--- config.mk ---
export PLATFORM = sky130hd
export DESIGN_NAME = raw10_raw16_payload_unpacker
export DESIGN_NICKNAME = d
export VERILOG_FILES = /design/src/rtl/rawunp_pkg.sv /design/src/rtl/rawunp_cfg.sv /design/src/rtl/rawunp_core.sv /design/src/rtl/rawunp_out.sv /design/src/rtl/raw10_raw16_payload_unpacker.sv
export VERILOG_INCLUDE_DIRS = /design/src /design/src/rtl
export SDC_FILE = /design/constraint.sdc
export NUM_CORES = 1
export LEC_CHECK = 0
export ABC_AREA = 1
export BUFFER_PORTS_ARGS = -buffer_cell sky130_fd_sc_hd__buf_2
export CORE_MARGIN = 5
export CORE_UTILIZATION = 28
export CTS_BUF_LIST = sky130_fd_sc_hd__clkbuf_8 sky130_fd_sc_hd__clkbuf_16
export DETAILED_ROUTE_END_ITERATION = 7
export GPL_ROUTABILITY_DRIVEN = 1
export PLACE_DENSITY = 0.51
export SYNTH_ARGS = -nofsm -noshare
export SYNTH_HDL_FRONTEND = slang
export SYNTH_HIERARCHICAL = 1
export SYNTH_SLANG_ARGS = --single-unit
--- constraint.sdc ---
create_clock -name clk -period 6.5 [get_ports clk]
set_input_delay 0.325 -clock clk [delete_from_list [all_inputs] [get_ports clk]]
set_output_delay 0.325 -clock clk [all_outputs]
set_load 0.05 [all_outputs]
--- src/rtl/raw10_raw16_payload_unpacker_defines.svh ---
// Assertion macros for the payload unpacker; the result buffer module includes them.
`ifndef RAW10_RAW16_PAYLOAD_UNPACKER_DEFINES_SVH
`define RAW10_RAW16_PAYLOAD_UNPACKER_DEFINES_SVH

// Same-cycle implication, disabled while reset is high.
`define RAWUNP_ASSERT_IMP(lbl, clk, rst, ante, cons) \
  lbl: assert property (@(posedge clk) disable iff (rst) (ante) |-> (cons)) \
    else $error("payload unpacker assertion failed");

// Next-cycle implication, disabled while reset is high.
`define RAWUNP_ASSERT_NXT(lbl, clk, rst, ante, cons) \
  lbl: assert property (@(posedge clk) disable iff (rst) (ante) |=> (cons)) \
    else $error("payload unpacker assertion failed");

`endif

--- src/rtl/rawunp_pkg.sv ---
// Package with the codes, constants and types of the payload unpacker.
`default_nettype none
package rawunp_pkg;

  localparam logic [1:0] MODE_RAW10 = 2'd0;
  localparam logic [1:0] MODE_LE16  = 2'd1;

  localparam logic [1:0] REG_PACK_MODE     = 2'd0;
  localparam logic [1:0] REG_PAYLOAD_BYTES = 2'd1;
  localparam logic [1:0] REG_SAMPLE_COUNT  = 2'd2;

  localparam logic [1:0]  RESET_PACK_MODE     = MODE_RAW10;
  localparam logic [14:0] RESET_PAYLOAD_BYTES = 15'd1280;
  localparam logic [14:0] RESET_SAMPLE_COUNT  = 15'd1024;
  localparam logic [14:0] SAMPLE_COUNT_LIMIT  = 15'd16384;

  localparam int DEF_MAX_PAYLOAD_BYTES = 16384;
  localparam int LEN_W = 17;
  localparam int GROUP_SIZE = 4;
  localparam int RAW10_GROUP_BYTES = 5;

  typedef struct packed {
    logic [1:0]       mode;
    logic             ok;
    logic [LEN_W-1:0] len;
    logic [15:0]      pair_bytes;
  } cfg_info_t;

  typedef struct packed {
    logic [15:0] value;
    logic [13:0] number;
    logic        frame_end;
    logic        frame_error;
  } sample_t;

  typedef struct packed {
    logic [2:0]                     count;
    sample_t [GROUP_SIZE-1:0]       item;
  } group_t;

endpackage
`default_nettype wire

--- src/rtl/rawunp_cfg.sv ---
// Configuration registers and the consistency check of the payload unpacker.
`default_nettype none
module rawunp_cfg #(
  parameter int MAX_PAYLOAD_BYTES = rawunp_pkg::DEF_MAX_PAYLOAD_BYTES
) (
  input  wire logic                  clk,
  input  wire logic                  rst,
  input  wire logic                  cfg_valid,
  output logic                       cfg_ready,
  input  wire logic [1:0]            cfg_index,
  input  wire logic [14:0]           cfg_data,
  output rawunp_pkg::cfg_info_t      info
);
  import rawunp_pkg::*;

  localparam logic [LEN_W-1:0] MAX_LEN = LEN_W'(MAX_PAYLOAD_BYTES);

  logic [1:0]  pack_mode;
  logic [14:0] frame_bytes;
  logic [14:0] sample_count;

  logic [LEN_W-1:0] payload_ext;
  logic             payload_ok;
  logic             count_ok;
  logic [17:0]      payload_x4;
  logic [17:0]      count_x5;
  logic             raw10_ok;
  logic             le16_ok;

  assign cfg_ready = 1'b1;

  always_ff @(posedge clk) begin
    if (rst) begin
      pack_mode    <= RESET_PACK_MODE;
      frame_bytes  <= RESET_PAYLOAD_BYTES;
      sample_count <= RESET_SAMPLE_COUNT;
    end else if (cfg_valid && cfg_ready) begin
      case (cfg_index)
        REG_PACK_MODE:     pack_mode    <= cfg_data[1:0];
        REG_PAYLOAD_BYTES: frame_bytes  <= cfg_data;
        REG_SAMPLE_COUNT:  sample_count <= cfg_data;
        default: ;
      endcase
    end
  end

  // RAW10 needs four samples per five bytes; LE16 at least two bytes per sample.
  always_comb begin
    payload_ext = {{(LEN_W-15){1'b0}}, frame_bytes};
    payload_ok  = (frame_bytes != 15'd0) && (payload_ext <= MAX_LEN);
    count_ok    = (sample_count != 15'd0) && (sample_count <= SAMPLE_COUNT_LIMIT);
    payload_x4  = {1'b0, frame_bytes, 2'b00};
    count_x5    = {1'b0, sample_count, 2'b00} + {3'b000, sample_count};
    raw10_ok    = (payload_x4 == count_x5);
    le16_ok     = ({1'b0, frame_bytes} >= {sample_count, 1'b0});

    info.mode       = pack_mode;
    info.ok         = payload_ok && count_ok &&
                      (((pack_mode == MODE_RAW10) && raw10_ok) ||
                       ((pack_mode == MODE_LE16) && le16_ok));
    info.pair_bytes = {sample_count, 1'b0};
    if (frame_bytes == 15'd0) begin
      info.len = LEN_W'(1);
    end else if (payload_ext > MAX_LEN) begin
      info.len = MAX_LEN;
    end else begin
      info.len = payload_ext;
    end
  end

endmodule
`default_nettype wire

--- src/rtl/rawunp_core.sv ---
// Input register, frame counters and the unpacking logic of one byte.
`default_nettype none
module rawunp_core #(
  parameter int MAX_PAYLOAD_BYTES = rawunp_pkg::DEF_MAX_PAYLOAD_BYTES
) (
  input  wire logic                  clk,
  input  wire logic                  rst,
  input  wire logic                  byte_valid,
  output logic                       byte_stall,
  input  wire logic [7:0]            data_byte,
  input  wire logic                  first_of_frame,
  input  wire rawunp_pkg::cfg_info_t info,
  input  wire logic                  room,
  output logic                       load,
  output rawunp_pkg::group_t         group
);
  import rawunp_pkg::*;

  localparam int POS_W = $clog2(MAX_PAYLOAD_BYTES);

  logic             s1_valid;
  logic [7:0]       s1_byte;
  logic             s1_first;

  logic [POS_W-1:0] pos;
  logic [2:0]       slot;
  logic [13:0]      next_num;
  logic [7:0]       held [GROUP_SIZE];

  logic [POS_W-1:0] eff_pos;
  logic [2:0]       eff_slot;
  logic [13:0]      eff_num;
  logic [LEN_W-1:0] pos_ext;
  logic             last;
  logic             hold_en;
  logic [1:0]       hold_idx;
  logic [13:0]      num_inc;
  logic             fire;
  logic             accept;

  always_comb begin
    eff_pos  = s1_first ? '0 : pos;
    eff_slot = s1_first ? 3'd0 : slot;
    eff_num  = s1_first ? 14'd0 : next_num;
    pos_ext  = {{(LEN_W-POS_W){1'b0}}, eff_pos};
    last     = (pos_ext + LEN_W'(1)) >= info.len;

    group    = '0;
    hold_en  = 1'b0;
    hold_idx = 2'd0;
    num_inc  = 14'd0;

    if (!info.ok) begin
      if (last) begin
        group.count                = 3'd1;
        group.item[0].frame_end    = 1'b1;
        group.item[0].frame_error  = 1'b1;
      end
    end else if (info.mode == MODE_RAW10) begin
      if (eff_slot == 3'(RAW10_GROUP_BYTES - 1)) begin
        group.count = 3'(GROUP_SIZE);
        num_inc     = 14'(GROUP_SIZE);
        for (int k = 0; k < GROUP_SIZE; k++) begin
          group.item[k].value     = {6'b000000, s1_byte[2*k +: 2], held[k]};
          group.item[k].number    = eff_num + 14'(k);
          group.item[k].frame_end = (k == GROUP_SIZE - 1) && last;
        end
      end else begin
        hold_en  = 1'b1;
        hold_idx = eff_slot[1:0];
      end
    end else begin
      if (pos_ext < {1'b0, info.pair_bytes}) begin
        if (!eff_pos[0]) begin
          hold_en = 1'b1;
        end else begin
          group.count             = 3'd1;
          num_inc                 = 14'd1;
          group.item[0].value     = {s1_byte, held[0]};
          group.item[0].number    = eff_num;
          group.item[0].frame_end = (pos_ext + LEN_W'(1)) == {1'b0, info.pair_bytes};
        end
      end
    end

    fire       = s1_valid && ((group.count == 3'd0) || room);
    load       = fire && (group.count != 3'd0);
    byte_stall = s1_valid && !fire;
    accept     = byte_valid && !byte_stall;
  end

  always_ff @(posedge clk) begin
    if (rst) begin
      s1_valid <= 1'b0;
      pos      <= '0;
      slot     <= 3'd0;
      next_num <= 14'd0;
    end else begin
      if (accept) begin
        s1_valid <= 1'b1;
      end else if (fire) begin
        s1_valid <= 1'b0;
      end
      if (fire) begin
        if (last) begin
          pos      <= '0;
          slot     <= 3'd0;
          next_num <= 14'd0;
        end else begin
          pos      <= eff_pos + POS_W'(1);
          slot     <= (eff_slot == 3'(RAW10_GROUP_BYTES - 1)) ? 3'd0 : eff_slot + 3'd1;
          next_num <= eff_num + num_inc;
        end
      end
    end
  end

  always_ff @(posedge clk) begin
    if (accept) begin
      s1_byte  <= data_byte;
      s1_first <= first_of_frame;
    end
    if (fire && hold_en) begin
      held[hold_idx] <= s1_byte;
    end
  end

endmodule
`default_nettype wire

--- src/rtl/rawunp_out.sv ---
// Result buffer that hands out one sample per beat.
`default_nettype none
`include "raw10_raw16_payload_unpacker_defines.svh"
module rawunp_out (
  input  wire logic               clk,
  input  wire logic               rst,
  input  wire logic               load,
  input  wire rawunp_pkg::group_t group,
  output logic                    room,
  output logic                    sample_valid,
  input  wire logic               sample_stall,
  output logic [15:0]             sample_value,
  output logic [13:0]             sample_number,
  output logic                    frame_end,
  output logic                    frame_error
);
  import rawunp_pkg::*;

  sample_t    items [GROUP_SIZE];
  logic [2:0] left;
  logic [1:0] rd;
  logic       take;

  always_comb begin
    sample_valid  = (left != 3'd0);
    take          = sample_valid && !sample_stall;
    room          = (left == 3'd0) || ((left == 3'd1) && take);
    sample_value  = items[rd].value;
    sample_number = items[rd].number;
    frame_end     = items[rd].frame_end;
    frame_error   = items[rd].frame_error;
  end

  always_ff @(posedge clk) begin
    if (rst) begin
      left <= 3'd0;
      rd   <= 2'd0;
    end else if (load) begin
      left <= group.count;
      rd   <= 2'd0;
    end else if (take) begin
      left <= left - 3'd1;
      rd   <= rd + 2'd1;
    end
  end

  always_ff @(posedge clk) begin
    if (load) begin
      for (int k = 0; k < GROUP_SIZE; k++) begin
        items[k] <= group.item[k];
      end
    end
  end

  `RAWUNP_ASSERT_IMP(a_left_range, clk, rst, 1'b1, left <= 3'(GROUP_SIZE))
  `RAWUNP_ASSERT_IMP(a_load_room, clk, rst, load, (left == 3'd0) || ((left == 3'd1) && take))
  `RAWUNP_ASSERT_NXT(a_load_shows, clk, rst, load, sample_valid && (rd == 2'd0))
  `RAWUNP_ASSERT_IMP(a_error_alone, clk, rst, sample_valid && frame_error,
                     frame_end && (sample_value == 16'd0) && (sample_number == 14'd0))

endmodule
`default_nettype wire

--- src/rtl/raw10_raw16_payload_unpacker.sv ---
// A byte's samples pass from the input register through the result buffer to the output.
// Throughput: one byte per cycle; a byte that yields samples waits for the result buffer.
// The result buffer holds one group of up to four samples and hands out one per cycle
// while sample_stall is low.
// Reset clears the counters and the buffer and restores the register reset values.
`default_nettype none
module raw10_raw16_payload_unpacker #(
  parameter int MAX_PAYLOAD_BYTES = rawunp_pkg::DEF_MAX_PAYLOAD_BYTES
) (
  input  wire logic        clk,
  input  wire logic        rst,
  input  wire logic        byte_valid,
  output logic             byte_stall,
  input  wire logic [7:0]  data_byte,
  input  wire logic        first_of_frame,
  output logic             sample_valid,
  input  wire logic        sample_stall,
  output logic [15:0]      sample_value,
  output logic [13:0]      sample_number,
  output logic             frame_end,
  output logic             frame_error,
  input  wire logic        cfg_valid,
  output logic             cfg_ready,
  input  wire logic [1:0]  cfg_index,
  input  wire logic [14:0] cfg_data
);
  import rawunp_pkg::*;

  cfg_info_t info;
  group_t    group;
  logic      room;
  logic      load;

  rawunp_cfg #(
    .MAX_PAYLOAD_BYTES(MAX_PAYLOAD_BYTES)
  ) u_cfg (
    .clk       (clk),
    .rst       (rst),
    .cfg_valid (cfg_valid),
    .cfg_ready (cfg_ready),
    .cfg_index (cfg_index),
    .cfg_data  (cfg_data),
    .info      (info)
  );

  rawunp_core #(
    .MAX_PAYLOAD_BYTES(MAX_PAYLOAD_BYTES)
  ) u_core (
    .clk            (clk),
    .rst            (rst),
    .byte_valid     (byte_valid),
    .byte_stall     (byte_stall),
    .data_byte      (data_byte),
    .first_of_frame (first_of_frame),
    .info           (info),
    .room           (room),
    .load           (load),
    .group          (group)
  );

  rawunp_out u_out (
    .clk           (clk),
    .rst           (rst),
    .load          (load),
    .group         (group),
    .room          (room),
    .sample_valid  (sample_valid),
    .sample_stall  (sample_stall),
    .sample_value  (sample_value),
    .sample_number (sample_number),
    .frame_end     (frame_end),
    .frame_error   (frame_error)
  );

endmodule
`default_nettype wire

==> reports/qor.yml <==
synth:
  synth_seq_area_share_pct: 46.1
  yosysWarnings: 6
  synth_flop_cell: "edfxtp_1"
  synth_edf_count: 169
  async_reset_ff_share_pct: 0
  avgSynthCellArea_um2: 8.06
  yosys.area.top_type: "edfxtp_1"
  synthTopCellsByArea: "edfxtp_1, dfxtp_1, nor2_1, nand2_1, inv_1"
  syn_area_mm2: 0.0141
  synthCells: 1748
  synthTopCellsByCount: "nor2_1, nand2_1, inv_1"
  ys_ff_latch: 240
  synthMostInstantiatedCell: "nor2_1"
  synth_cell_type_count: 49
  synth_top_area_share_pct: 36.0
clock_tree:
  htreeDepth: 1
  cts.sinks: 240
  clk_pin_slew_ns: 0.07
  cts_buffers: 26
  cts_root_buf: "clkbuf_16"
  ctsHoldBuffers: 11
  cts_setup_buffers: 0
  cts_tree: "done"
  clock_latency_ns: 0.55
  clk_path_buf_depth: 3
  cts.repair.resized: 0
timing:
  drv_slew: 0
  slew_headroom_pct: 28.0
  fin_worst_skew_ns: 0.0131
  clock.fmax_ghz: 0.194
  tns_ns: 0
  fin_crit_ns: 5.15
  hold_viol_final: 0
  fin_crit_sh_pct: 79.2
  tightest_slew_ns: 1.08
  fin_hold_ws_ns: 0.0648
  rsz0062_at_grt: "false"
  fin_ws_ns: 1.35
  setup_violations: 0
worst_setup_path:
  crit_fanout: 44
  r2r_end: "u_core/held[1][2]$_DFFE_PP_"
  crit_end: "u_core/held[1][2]$_DFFE_PP_"
  arrival_ns: 5.31
  r2r-start: "u_core/s1_first$_DFFE_PP_"
  reg2reg_depth: 21
  path_class: "flop to flop"
  crit_start: "u_core/s1_first$_DFFE_PP_"
  endpoint_kind: "flop"
  worst_ep_required_time_ns: 6.66
  cp-start-kind: "flop"
  r2r_slack_ns: 1.35
drt:
  dr.pass1.iters: 6
  drt_iter0_markers: 820
  wl_um: 37300
  wl_per_cell_um: 14.9
  ant_nets: 0
  drcViolationCount: 0
  drt-vias-per-instance: 4.52
  vias: 11300
layout:
  fin_area_mm2: 0.0158
  drive_above_1_share_pct: 9.34
  final-seq-area_mm2: 0.00650
  syn_to_final_growth_pct: 11.9
  final_net_count: 1902
  n_antenna_cell: 0
  multi_input_area_mm2: 0.00613
  layout.filler_cells: 5395
  utilization_pct: 31.6
floorplanning:
  die_w_um: 234
  core_area_mm2: 0.0500
  ioPinCount: 66
  start_util_pct: 28.2
  die-area_mm2: 0.0549
  fp.dieH_um: 234
  rows: 82
grt:
  grt_max_degree: 95
  first_global_vias: 10900
  grt-ovfl-total: 0
  grt_pass1_wl_um: 59000
  antenna_found_initial: 0
  grt_use_total_pct: 13.3
pwr:
  p_per_area_mw_per_mm2: 259
  vdd_drop_max_v: 0.000175
  leakage_nw: 6.78
place:
  dpl_worst_slack_ns: 1.38
  globalplace.congestion: 0.841
  dpl-instance-area_mm2: 0.0149
  hpwl_um: 26400
  io_buffer_count: 64
min_path:
  holdPathStages: 3
  hp-class: "input port to flop"
  min_from: "cfg_data[0]"
status:
  outcome: "finished, final reports clean"
run:
  drv_cap: 0
## power breakdown
group | switching [mW] | internal, mW
logic | 0.735 | 0.251
registers | 0.0468 | 1.68
clock network | 0.623 | 0.753
## worst min-delay path by stage
stage,endpoint
after detailed placement,u_core/slot[0]$_SDFFE_PP0P_
after global routing,u_cfg/pack_mode[1]$_SDFFE_PP0P_
final,u_cfg/pack_mode[0]$_SDFFE_PP0P_
after global placement,u_core/slot[1]$_SDFFE_PP0P_
after floorplan,u_core/s1_valid$_SDFFE_PP0P_
after CTS,u_cfg/sample_count[4]$_SDFFE_PP0P_
## cells by family (layout without fill, tap and decap cells)
logic type / after synthesis / count (layout) / share of synthesized area (%)
XOR/XNOR: 29 / 29 / 2.00
buffers and inverters: 345 / 393 / 11.0
flip-flops: 240 / 240 / 46.1
AND/OR/NAND/NOR: 766 / 766 / 23.3
other: 3 / 28 / 0.0799
AO/OA/AOI/OAI: 295 / 295 / 11.2
adder cells (fa/ha/maj): 70 / 70 / 6.27
## through the flow
stage / cells / power, mW
final: 2493 / 4.08
after floorplan: 1773 / 2.54
after global routing: 2493 / 4.30
after global placement: 2434 / 2.74
after detailed placement: 2434 / 2.75
after CTS: 2493 / 4.15
## area by class of cell
class	instances	area share (%)
clock buffers	28	4.30
clock inverters	20	0.706
inverters	260	6.25
multi-input cells	1188	38.9
flip-flops and latches	240	41.2
well taps	672	5.33
repair buffers	85	3.29
## state kept, by name, summed over array words and instances (netlist names), named ones only
register            count
u_core/s1_valid         1
u_cfg/frame_bytes      15
u_out/items           128
u_core/pos             14
u_core/s1_byte          8
u_out/left              3
u_cfg/sample_count     15
u_cfg/pack_mode         2
u_core/next_num        14
u_core/slot             3
u_core/s1_first         1
u_out/rd                2
u_core/held            32
## layer usage
layer | up-vias | wire length [um] | global-route usage [%]
met5 | - | 0 | 0
met4 | 0 | 1030 | 3.54
li1 | 5777 | - | -
met1 | 5206 | 17800 | 18.6
met2 | 232 | 16800 | 21.6
met3 | 53 | 1610 | 1.96
## cells in the final DEF (no fill, tap or decap), drive strengths merged, types with 4 or more instances in the layout
master       instances
a211oi               4
a21oi              107
buf                 74
clkbuf              28
clkinv              17
conb                28
dfxtp               71
dlygate4sd3         11
edfxtp             169
ha                  69
inv                260
nand2              294
nand3               93
nand4               10
nor2               334
nor3                25
nor4                 4
o21ai              135
o22ai               33
xnor2                9
xor2                18
## critical path, cell delays in order (launching register included)
cell and delay, ns:
edfxtp_1 0.56, nor2_2 0.40, ha_1 0.26, nand3_1 0.15, inv_1 0.10, nand2_2 0.13, nor3_1 0.16, nand2_1 0.07
nor3b_1 0.20, ha_1 0.28, nand2_1 0.10, inv_1 0.06, nand3_1 0.10, nor2_1 0.06, nor2_1 0.11, nand3_2 0.08
buf_4 0.21, nand2_1 0.17, nand3_2 0.13, nand2_4 0.38, nand3_1 0.22, nor3_1 0.84
(Power assumes the default switching activity.)
